<file path="src/design/dhcts_pkg.sv">
// Shared types, codes and constants of the DHCP client timeout step unit.
package dhcts_pkg;

    // Default retry round settings
    localparam int MAX_RETRIES_DEF     = 3;
    localparam int RETRY_DELAY_SEC_DEF = 20;

    localparam int MS_PER_SEC     = 1000;
    localparam int LONG_WAIT_SEC  = 10;
    localparam int SHORT_WAIT_SEC = 2;

    // Lease slack divisor 14400 = 2^6 * 225: shift out the power of two, then
    // divide the odd part by a rounded-up reciprocal. With a 26-bit dividend
    // the reciprocal error times the dividend stays below 2^34, so the
    // quotient is exact without correction.
    localparam int LEASE_SLACK_DIV = 14400;
    localparam int SLACK_SHIFT     = 6;
    localparam int SLACK_ODD       = LEASE_SLACK_DIV >> SLACK_SHIFT;
    localparam int RECIP_SHIFT     = 34;
    localparam longint unsigned RECIP_MAGIC =
        ((64'd1 << RECIP_SHIFT) + 64'(SLACK_ODD) - 64'd1) / 64'(SLACK_ODD);
    localparam int LEASE_HI_W = 32 - SLACK_SHIFT;
    localparam int MAGIC_W    = 27;
    localparam int PROD_W     = LEASE_HI_W + MAGIC_W;
    localparam int QUOT_W     = PROD_W - RECIP_SHIFT;
    localparam int MS_W       = 42;

    typedef enum logic [3:0] {
        ST_INIT_SELECTING  = 4'd0,
        ST_RENEW_REQUESTED = 4'd1,
        ST_REQUESTING      = 4'd2,
        ST_RENEWING        = 4'd3,
        ST_BOUND           = 4'd4,
        ST_REBINDING       = 4'd5,
        ST_RELEASED        = 4'd6,
        ST_ARP_CHECK       = 4'd7,
        ST_ARP_GW_CHECK    = 4'd8
    } t_cstate;

    localparam logic [2:0] SEND_NONE      = 3'd0;
    localparam logic [2:0] SEND_DISC      = 3'd1;
    localparam logic [2:0] SEND_SEL_REQ   = 3'd2;
    localparam logic [2:0] SEND_RENEW_UC  = 3'd3;
    localparam logic [2:0] SEND_RENEW_BC  = 3'd4;

    localparam logic [1:0] LISTEN_NONE   = 2'd0;
    localparam logic [1:0] LISTEN_RAW    = 2'd1;
    localparam logic [1:0] LISTEN_KERNEL = 2'd2;

    localparam logic [1:0] NOLEASE_NONE       = 2'd0;
    localparam logic [1:0] NOLEASE_BACKGROUND = 2'd1;
    localparam logic [1:0] NOLEASE_ABORT      = 2'd2;

    localparam logic [1:0] ARP_NONE    = 2'd0;
    localparam logic [1:0] ARP_OK      = 2'd1;
    localparam logic [1:0] ARP_GW_FAIL = 2'd2;

    // Configuration register indexes
    localparam int CFG_IDX_W = 1;
    localparam int CFG_DATA_W = 1;
    localparam logic [CFG_IDX_W-1:0] CFG_IDX_BACKGROUND = 1'd0;
    localparam logic [CFG_IDX_W-1:0] CFG_IDX_ABORT      = 1'd1;

    typedef struct packed {
        logic background;
        logic abort_en;
    } t_cfg;

    typedef struct packed {
        logic [3:0]  cur_state;
        logic [3:0]  retry_count;
        logic        first_boot;
        logic [31:0] t1_sec;
        logic [31:0] t2_sec;
        logic [31:0] lease_sec;
        logic [39:0] elapsed_ms;
        logic [31:0] random_word;
        logic [31:0] old_xid;
    } t_item;

    typedef struct packed {
        logic [3:0]         next_state;
        logic [3:0]         next_retry_count;
        logic               next_first_boot;
        logic [31:0]        next_t1_sec;
        logic [31:0]        next_t2_sec;
        logic signed [47:0] timeout_ms;
        logic [2:0]         send_kind;
        logic [31:0]        xid;
        logic               deconfig;
        logic [1:0]         listen_change;
        logic [1:0]         no_lease_action;
        logic [1:0]         arp_event;
    } t_result;

    // Precomputed arithmetic handed from the first stage to the decision stage
    typedef struct packed {
        t_item             item;
        logic [31:0]       diff;
        logic [31:0]       new_off;
        logic [MS_W-1:0]   diff_ms;
        logic [MS_W-1:0]   off_ms;
        logic [QUOT_W-1:0] lease_quot;
        logic [31:0]       disc_ms;
    } t_mid;

endpackage

</file>
<file path="src/design/dhcts_if.sv">
// Valid/ready channel interfaces for snapshot items and step results.
interface dhcts_item_if;
    import dhcts_pkg::*;

    logic  valid;
    logic  ready;
    t_item payload;

    modport source (output valid, output payload, input ready);
    modport sink   (input valid, input payload, output ready);
endinterface

interface dhcts_result_if;
    import dhcts_pkg::*;

    logic    valid;
    logic    ready;
    t_result payload;

    modport source (output valid, output payload, input ready);
    modport sink   (input valid, input payload, output ready);
endinterface

</file>
<file path="src/design/dhcts_arith.sv">
// Input register and arithmetic stage: intervals, halved offsets, ms products, lease slack.
module dhcts_arith #(
    parameter int MAX_RETRIES     = dhcts_pkg::MAX_RETRIES_DEF,
    parameter int RETRY_DELAY_SEC = dhcts_pkg::RETRY_DELAY_SEC_DEF
) (
    input  logic              i_clk,
    input  logic              i_rst_n,
    dhcts_item_if.sink        i_item,
    output logic              o_mid_valid,
    output dhcts_pkg::t_mid   o_mid,
    input  logic              i_mid_ready
);
    import dhcts_pkg::*;

    localparam int UNIT_SEC =
        ((RETRY_DELAY_SEC - RETRY_DELAY_SEC / MAX_RETRIES) / MAX_RETRIES) + 1;
    localparam int UNIT_MS = UNIT_SEC * MS_PER_SEC;

    logic  r_in_valid;
    t_item r_in;
    logic  r_mid_valid;
    t_mid  r_mid;
    t_mid  n_mid;

    logic                  w_mid_adv;
    logic                  w_in_adv;
    logic                  w_use_lease;
    logic [31:0]           w_base;
    logic [31:0]           w_top;
    logic [LEASE_HI_W-1:0] w_lease_hi;
    logic [PROD_W-1:0]     w_prod;

    assign w_mid_adv    = !r_mid_valid || i_mid_ready;
    assign w_in_adv     = !r_in_valid || w_mid_adv;
    assign i_item.ready = w_in_adv;
    assign o_mid_valid  = r_mid_valid;
    assign o_mid        = r_mid;

    always_comb begin
        // Rebinding works on lease - T2, renewing on T2 - T1
        w_use_lease = (r_in.cur_state == ST_REBINDING);
        w_base      = w_use_lease ? r_in.t2_sec : r_in.t1_sec;
        w_top       = w_use_lease ? r_in.lease_sec : r_in.t2_sec;
        w_lease_hi  = r_in.lease_sec[31:SLACK_SHIFT];
        w_prod      = PROD_W'(w_lease_hi) * PROD_W'(RECIP_MAGIC);

        n_mid            = '0;
        n_mid.item       = r_in;
        n_mid.diff       = w_top - w_base;
        n_mid.new_off    = w_base + {1'b0, n_mid.diff[31:1]};
        n_mid.diff_ms    = MS_W'(n_mid.diff) * MS_W'(MS_PER_SEC);
        n_mid.off_ms     = MS_W'(n_mid.new_off) * MS_W'(MS_PER_SEC);
        n_mid.lease_quot = w_prod[PROD_W-1:RECIP_SHIFT];
        n_mid.disc_ms    = 32'(UNIT_MS) * (32'(r_in.retry_count) + 32'd1);
    end

    always_ff @(posedge i_clk) begin
        if (!i_rst_n) begin
            r_in_valid  <= 1'b0;
            r_mid_valid <= 1'b0;
        end else begin
            if (w_in_adv) begin
                r_in_valid <= i_item.valid;
            end
            if (w_mid_adv) begin
                r_mid_valid <= r_in_valid;
            end
        end
    end

    always_ff @(posedge i_clk) begin
        if (w_in_adv && i_item.valid) begin
            r_in <= i_item.payload;
        end
        if (w_mid_adv && r_in_valid) begin
            r_mid <= n_mid;
        end
    end

endmodule

</file>
<file path="src/design/dhcts_decide.sv">
// Decision stage and result register: next state, counters, wait and actions.
module dhcts_decide #(
    parameter int MAX_RETRIES     = dhcts_pkg::MAX_RETRIES_DEF,
    parameter int RETRY_DELAY_SEC = dhcts_pkg::RETRY_DELAY_SEC_DEF
) (
    input  logic             i_clk,
    input  logic             i_rst_n,
    input  dhcts_pkg::t_cfg  i_cfg,
    input  logic             i_mid_valid,
    input  dhcts_pkg::t_mid  i_mid,
    output logic             o_mid_ready,
    dhcts_result_if.source   o_result
);
    import dhcts_pkg::*;

    localparam logic [3:0]  RETRY_LIM  = 4'(MAX_RETRIES);
    localparam logic [3:0]  RETRY_LAST = 4'(MAX_RETRIES - 1);
    localparam logic [47:0] ROUND_MS   = 48'(RETRY_DELAY_SEC * MS_PER_SEC);
    localparam logic [47:0] LONG_MS    = 48'(LONG_WAIT_SEC * MS_PER_SEC);
    localparam logic [47:0] SHORT_MS   = 48'(SHORT_WAIT_SEC * MS_PER_SEC);

    logic    r_out_valid;
    t_result r_out;
    t_result n_out;

    logic              w_out_adv;
    logic [QUOT_W-1:0] w_slack;
    logic              w_short;
    logic              w_more;
    logic [47:0]       w_off_wait;

    assign w_out_adv        = !r_out_valid || o_result.ready;
    assign o_mid_ready      = w_out_adv;
    assign o_result.valid   = r_out_valid;
    assign o_result.payload = r_out;

    always_comb begin
        w_slack    = i_mid.lease_quot + QUOT_W'(1);
        w_short    = (i_mid.diff <= 32'(w_slack));
        w_more     = (i_mid.item.retry_count < RETRY_LIM);
        w_off_wait = 48'(i_mid.off_ms) - 48'(i_mid.item.elapsed_ms);

        // Pass the snapshot through unless an arm below changes it
        n_out                  = '0;
        n_out.next_state       = i_mid.item.cur_state;
        n_out.next_retry_count = i_mid.item.retry_count;
        n_out.next_first_boot  = i_mid.item.first_boot;
        n_out.next_t1_sec      = i_mid.item.t1_sec;
        n_out.next_t2_sec      = i_mid.item.t2_sec;
        n_out.timeout_ms       = '1;
        n_out.send_kind        = SEND_NONE;
        n_out.xid              = i_mid.item.old_xid;
        n_out.deconfig         = 1'b0;
        n_out.listen_change    = LISTEN_NONE;
        n_out.no_lease_action  = NOLEASE_NONE;
        n_out.arp_event        = ARP_NONE;

        unique case (i_mid.item.cur_state) inside
            ST_INIT_SELECTING: begin
                if (w_more) begin
                    if (i_mid.item.retry_count == 4'd0) begin
                        n_out.xid = i_mid.item.random_word;
                    end
                    n_out.send_kind        = SEND_DISC;
                    n_out.timeout_ms       = 48'(i_mid.disc_ms);
                    n_out.next_retry_count = i_mid.item.retry_count + 4'd1;
                end else begin
                    if (i_mid.item.first_boot) begin
                        if (i_cfg.background) begin
                            n_out.next_first_boot = 1'b0;
                            n_out.no_lease_action = NOLEASE_BACKGROUND;
                        end else if (i_cfg.abort_en) begin
                            n_out.no_lease_action = NOLEASE_ABORT;
                        end
                    end
                    n_out.next_retry_count = 4'd0;
                    n_out.timeout_ms       = ROUND_MS;
                end
            end
            ST_RENEW_REQUESTED, ST_REQUESTING: begin
                if (w_more) begin
                    n_out.send_kind = (i_mid.item.cur_state == ST_RENEW_REQUESTED) ?
                                      SEND_RENEW_UC : SEND_SEL_REQ;
                    n_out.timeout_ms = (i_mid.item.retry_count == RETRY_LAST) ?
                                       LONG_MS : SHORT_MS;
                    n_out.next_retry_count = i_mid.item.retry_count + 4'd1;
                end else begin
                    // Round exhausted: drop back to discovery
                    n_out.deconfig         = (i_mid.item.cur_state == ST_RENEW_REQUESTED);
                    n_out.next_state       = ST_INIT_SELECTING;
                    n_out.timeout_ms       = '0;
                    n_out.next_retry_count = 4'd0;
                    n_out.listen_change    = LISTEN_RAW;
                end
            end
            ST_RENEWING, ST_BOUND: begin
                if (i_mid.item.cur_state == ST_BOUND) begin
                    n_out.next_state    = ST_RENEWING;
                    n_out.listen_change = LISTEN_KERNEL;
                end
                if (w_short) begin
                    n_out.next_state = ST_REBINDING;
                    n_out.timeout_ms = 48'(i_mid.diff_ms);
                end else begin
                    n_out.send_kind   = SEND_RENEW_UC;
                    n_out.next_t1_sec = i_mid.new_off;
                    n_out.timeout_ms  = w_off_wait;
                end
            end
            ST_REBINDING: begin
                if (w_short) begin
                    // Lease ran out
                    n_out.next_state       = ST_INIT_SELECTING;
                    n_out.deconfig         = 1'b1;
                    n_out.timeout_ms       = '0;
                    n_out.next_retry_count = 4'd0;
                    n_out.listen_change    = LISTEN_RAW;
                end else begin
                    n_out.send_kind   = SEND_RENEW_BC;
                    n_out.next_t2_sec = i_mid.new_off;
                    n_out.timeout_ms  = w_off_wait;
                end
            end
            ST_ARP_CHECK: begin
                n_out.arp_event = ARP_OK;
            end
            ST_ARP_GW_CHECK: begin
                n_out.arp_event = ARP_GW_FAIL;
            end
            default: begin
                // Released and unknown codes park in released
                n_out.next_state = ST_RELEASED;
                n_out.timeout_ms = '1;
            end
        endcase
    end

    always_ff @(posedge i_clk) begin
        if (!i_rst_n) begin
            r_out_valid <= 1'b0;
        end else if (w_out_adv) begin
            r_out_valid <= i_mid_valid;
        end
    end

    always_ff @(posedge i_clk) begin
        if (w_out_adv && i_mid_valid) begin
            r_out <= n_out;
        end
    end

endmodule

</file>
<file path="src/design/dhcp_client_timeout_step_unit.sv">
// Top level of the DHCP client timeout step unit: config registers and the two stages.
//
//  channel    | dir | handshake     | payload
//  -----------+-----+---------------+------------------------------------------
//  i_item     | in  | valid/ready   | client snapshot at a timeout expiry
//  o_result   | out | valid/ready   | next snapshot, wait in ms and actions
//  i_cfg_*    | in  | write enable  | background / abort on failed first round
//
//  One transaction per cycle sustained while o_result is ready; each result passes
//  through the input register, the arithmetic register and the result register.
//  The lease slack reciprocal multiply and the ms products sit in the middle stage.
//  A stall on o_result holds the result register; earlier stages keep filling empty
//  slots, and i_item.ready drops in the same cycle once all three stages are full.
//  Synchronous active-low reset empties the stages and clears both config bits.
module dhcp_client_timeout_step_unit #(
    parameter int MAX_RETRIES     = dhcts_pkg::MAX_RETRIES_DEF,
    parameter int RETRY_DELAY_SEC = dhcts_pkg::RETRY_DELAY_SEC_DEF
) (
    input  logic                               i_clk,
    input  logic                               i_rst_n,
    dhcts_item_if.sink                         i_item,
    dhcts_result_if.source                     o_result,
    input  logic                               i_cfg_we,
    input  logic [dhcts_pkg::CFG_IDX_W-1:0]    i_cfg_idx,
    input  logic [dhcts_pkg::CFG_DATA_W-1:0]   i_cfg_data
);
    import dhcts_pkg::*;

    t_cfg r_cfg;
    logic w_mid_valid;
    t_mid w_mid;
    logic w_mid_ready;

    always_ff @(posedge i_clk) begin
        if (!i_rst_n) begin
            r_cfg <= '0;
        end else if (i_cfg_we) begin
            case (i_cfg_idx)
                CFG_IDX_BACKGROUND: r_cfg.background <= i_cfg_data[0];
                CFG_IDX_ABORT:      r_cfg.abort_en   <= i_cfg_data[0];
            endcase
        end
    end

    dhcts_arith #(
        .MAX_RETRIES     (MAX_RETRIES),
        .RETRY_DELAY_SEC (RETRY_DELAY_SEC)
    ) u_arith (
        .i_clk       (i_clk),
        .i_rst_n     (i_rst_n),
        .i_item      (i_item),
        .o_mid_valid (w_mid_valid),
        .o_mid       (w_mid),
        .i_mid_ready (w_mid_ready)
    );

    dhcts_decide #(
        .MAX_RETRIES     (MAX_RETRIES),
        .RETRY_DELAY_SEC (RETRY_DELAY_SEC)
    ) u_decide (
        .i_clk       (i_clk),
        .i_rst_n     (i_rst_n),
        .i_cfg       (r_cfg),
        .i_mid_valid (w_mid_valid),
        .i_mid       (w_mid),
        .o_mid_ready (w_mid_ready),
        .o_result    (o_result)
    );

endmodule

</file>
<file path="src/flat_wrapper.sv">
// flat-port wrapper written by rule: the top's interface ports become plain ports
module dhcp_client_timeout_step_unit_flat import dhcts_pkg::*;
#(
    parameter int MAX_RETRIES     = dhcts_pkg::MAX_RETRIES_DEF,
    parameter int RETRY_DELAY_SEC = dhcts_pkg::RETRY_DELAY_SEC_DEF
)
  (i_clk, i_rst_n, i_cfg_we, i_cfg_idx, i_cfg_data, i_item_valid, i_item_payload, i_item_ready, o_result_valid, o_result_payload, o_result_ready);
  dhcts_item_if i_item_i ();
  dhcts_result_if o_result_i ();
  input  logic i_clk;
  input  logic i_rst_n;
  input  logic i_cfg_we;
  input  logic [dhcts_pkg::CFG_IDX_W-1:0] i_cfg_idx;
  input  logic [dhcts_pkg::CFG_DATA_W-1:0] i_cfg_data;
  input wire logic [$bits(i_item_i.valid)-1:0] i_item_valid;
  input wire logic [$bits(i_item_i.payload)-1:0] i_item_payload;
  output wire logic [$bits(i_item_i.ready)-1:0] i_item_ready;
  output wire logic [$bits(o_result_i.valid)-1:0] o_result_valid;
  output wire logic [$bits(o_result_i.payload)-1:0] o_result_payload;
  input wire logic [$bits(o_result_i.ready)-1:0] o_result_ready;
  assign i_item_i.valid = i_item_valid;
  assign i_item_i.payload = i_item_payload;
  assign i_item_ready = i_item_i.ready;
  assign o_result_valid = o_result_i.valid;
  assign o_result_payload = o_result_i.payload;
  assign o_result_i.ready = o_result_ready;
  dhcp_client_timeout_step_unit #(.MAX_RETRIES(MAX_RETRIES), .RETRY_DELAY_SEC(RETRY_DELAY_SEC)) u_core (.i_clk(i_clk), .i_rst_n(i_rst_n), .i_item(i_item_i), .o_result(o_result_i), .i_cfg_we(i_cfg_we), .i_cfg_idx(i_cfg_idx), .i_cfg_data(i_cfg_data));
endmodule
</file>
<file path="config.mk">
export PLATFORM = sky130hd
export DESIGN_NAME = dhcp_client_timeout_step_unit_flat
export DESIGN_NICKNAME = d
export VERILOG_FILES = /design/src/design/dhcts_pkg.sv /design/src/design/dhcts_if.sv /design/src/design/dhcts_arith.sv /design/src/design/dhcts_decide.sv /design/src/design/dhcp_client_timeout_step_unit.sv /design/src/flat_wrapper.sv
export SDC_FILE = /design/constraint.sdc
export NUM_CORES = 2
export LEC_CHECK = 0
export BUFFER_PORTS_ARGS = -buffer_cell sky130_fd_sc_hd__buf_2
export CORE_UTILIZATION = 33
export DETAILED_ROUTE_END_ITERATION = 7
export PLACE_DENSITY_LB_ADDON = 0.1
export SLEW_MARGIN = 20
export SYNTH_ARGS = -nofsm -noshare
export SYNTH_HDL_FRONTEND = slang
export SYNTH_SLANG_ARGS = --single-unit
</file>
<file path="constraint.sdc">
create_clock -name i_clk -period 37.3 [get_ports i_clk]
set_clock_uncertainty 0.1 [all_clocks]
set_input_delay 5.595 -clock i_clk [delete_from_list [all_inputs] [get_ports i_clk]]
set_output_delay 5.595 -clock i_clk [all_outputs]
set_load 0.05 [all_outputs]
</file>
==> run_results.csv <==
group,metric,value,unit
status,outcome,"finished clean",
worst_hold_path,hp-class,"reg -> reg",
yosys,synth-edff-count,716,
sta,hold_violations,0,
placement,dp_hpwl,110000,µm
detailed_routing,drt_iter0_drc,1478,
cells_and_area,syn2layout_area_growth,14.8,%
worst_setup_path,worstPathRequired,31.60,ns
yosys,yosysUniqueCellTypes,103,
yosys,synth_commonest_cells,"inv_1, edfxtp_1, ha_1",
yosys,ys_ff_latch,721,
global_route,use_met3,0.0304,
clocking,cts_made_buffers,91,
yosys,ys.warnings.count,0,
yosys,syn-num-nets,5578,
yosys,synth_area_leaders,"edfxtp_1, fa_1, ha_1",
global_route,grt_overflow,0,
worst_setup_path,crit_path_start_kind,"primary input",
global_route,met2_usage,0.292,
detailed_routing,vias,32400,
global_route,grt_max_degree,112,
cells_and_area,fill_cells,15500,
global_route,grt_pass1_vias,34400,
worst_setup_path,crit_arrival,6.73,ns
clocking,insertion_delay,0.74,ns
cells_and_area,nNetsFinal,6048,
global_route,grt_use_met1,0.235,
floorplanning,chipHeight,402,µm
worst_setup_path,cp_slowest_cell,"nor2b_1",
floorplanning,core_area,0.158,mm²
clocking,ctsHoldBuffers,0,
clocking,cts_htree_levels,3,
clocking,clockBufferDepth,3,
sta,setup_slack,24.87,ns
global_route,grt_pass1_wl,211000,µm
sta,finalSetupTns,0,ns
sta,final.period_utilization,0.333,
detailed_routing,dr.pass1.iters,5,
sta,worst_pin_slew,1.15,ns
sta,rsz0062_at_grt,"no",
global_route,grt_usage,0.175,
cells_and_area,drive_above_1_share,0.154,
floorplanning,rows,146,
cells_and_area,post-route-util,0.382,
clocking,path_clk_slew,0.06,ns
yosys,synth_cells,4298,
worst_setup_path,cp_slowest_stage_delay,0.57,ns
sta,period_needed,12.43,ns
clocking,clock_sinks,721,
floorplanning,io-pin-count,381,
floorplanning,start_util,0.333,
worst_setup_path,end_kind,"primary output",
worst_setup_path,worst-path-max-fanout,6,
detailed_routing,drcViolationCount,0,
global_route,antenna_found_initial,10,
sta,slew_viol_final,0,
worst_setup_path,rrSetupSlack,25.73,ns
yosys,synthArstFlopShare,0,
yosys,syn_area,0.0527,mm²
placement,place_congestion,0.805,
sta,fmax,80.5,MHz
sta,maxSlewHeadroom,0.227,
run,maxCapViolCount,0,
global_route,top_usage_layer,"met2",
worst_setup_path,crit_chain,"buf_2 > nor2b_1 > nand3_1 > buf_2",
yosys,synth_area_leader_cell,"edfxtp_1",
yosys,avgSynthCellArea,12.3,µm²
floorplanning,die_w,402,µm
clocking,cts_resized,0,
yosys,ys_seq_area_frac,0.410,
yosys,yosys.area.top_type_share,0.408,
clocking,post_cts_buffers,0,
worst_setup_path,cp_common_cell,"buf_2",
worst_setup_path,crit_type,"in -> out",
cells_and_area,design_area,0.0605,mm²
detailed_routing,ant_nets,0,
clocking,root_buffer,"clkbuf_16",
detailed_routing,viasPerCell,4.68,
floorplanning,fp.dieArea,0.161,mm²
yosys,synthFlopType,"edfxtp_1",
placement,placed_area,0.0574,mm²
placement,preCtsSetupSlack,24.90,ns
clocking,cts_tree,"done",
yosys,yosysMostFrequentCell,"inv_1",
placement,portBuffers,380,
detailed_routing,wirelength,139000,µm
sta,setup_viol,0,
detailed_routing,wire_per_inst,20.2,µm
critical path: cells and delay by family:
family        cells  cell delay (ns)
simple gates      2             0.78
buf+inv           2             0.36
state kept, by name, indices dropped and copies added (netlist names):
signal                            count
u_core.u_arith.o_mid_valid            1
u_core.r_cfg                          2
u_core.u_decide.o_result.payload    158
u_core.u_arith.o_mid                349
u_core.u_decide.o_result.valid        1
u_core.u_arith.r_in_valid             1
u_core.u_arith.n_mid                209
path summary, 6_finish.rpt:
path	start	to	cells past startpoint
hold / removal	u_core.u_arith.n_mid[285]	u_core.u_arith.o_mid[285]	0
setup / recovery	o_result_ready	i_item_ready	4
setup reg to reg	u_core.u_arith.n_mid[407]	u_core.u_arith.o_mid[92]	43
hold reg to reg	u_core.u_arith.n_mid[285]	u_core.u_arith.o_mid[285]	0
per-stage QoR:
stage / hold slack (ns) / instances
3_5_place_dp: 0.305 / 6747
3_3_place_gp: 0.301 / 6747
6_report: 0.300 / 6910
5_1_grt: 0.300 / 6906
2_1_floorplan: 0.300 / 4298
4_1_cts: 0.306 / 6905
per-layer routing:
metal	vias to the layer above	wire (µm)
li1	15600	-
met1	16000	64500
met2	553	66100
met3	159	5640
met4	4	3060
met5	-	34
cell families after synthesis:
kind of cell / share of synthesized area
buf+inv: 0.0648
mux: 0.0238
fa+ha+maj: 0.322
xor+xnor: 0.0409
compound gates: 0.0828
flops: 0.410
simple gates: 0.0560
layout make-up:
cell class | count | area (µm²) | area share
Multi-Input combinational cell | 2679 | 27800 | 0.459
Sequential cell | 721 | 21600 | 0.357
Inverter | 840 | 3150 | 0.0521
Tap cell | 2072 | 2590 | 0.0428
Clock buffer | 105 | 2330 | 0.0385
Timing Repair Buffer | 435 | 2330 | 0.0385
Clock inverter | 53 | 737 | 0.0122
Antenna cell | 5 | 12.5 | 0.000207
layout by cell type, fill, tap and decap left out, types with 15 or more instances in the layout:
master     netlist  routed
nor2_1         127     126
a21o_1          92      92
a21oi_1        180     180
nand4_1         19      19
o21bai_1        31      31
a221oi_1        15      15
a31oi_1         21      20
buf_2            4     380
fa_1           473     473
nor3_1          29      29
and3_1          17      17
buf_4            5      54
nand3_1         58      58
nor2b_1         47      46
o21ai_0        138     138
xor2_1          66      65
clkbuf_16        0      91
xnor2_1        154     152
nand2b_1        32      31
inv_1          832     832
nand2_1        191     191
edfxtp_1       716     716
and2_1          36      36
mux2_2          97      97
o21a_1          36      36
ha_1           591     591
Power is not shown: default switching activity piles up to over one toggle a cycle in this logic, so the estimate is an artifact.
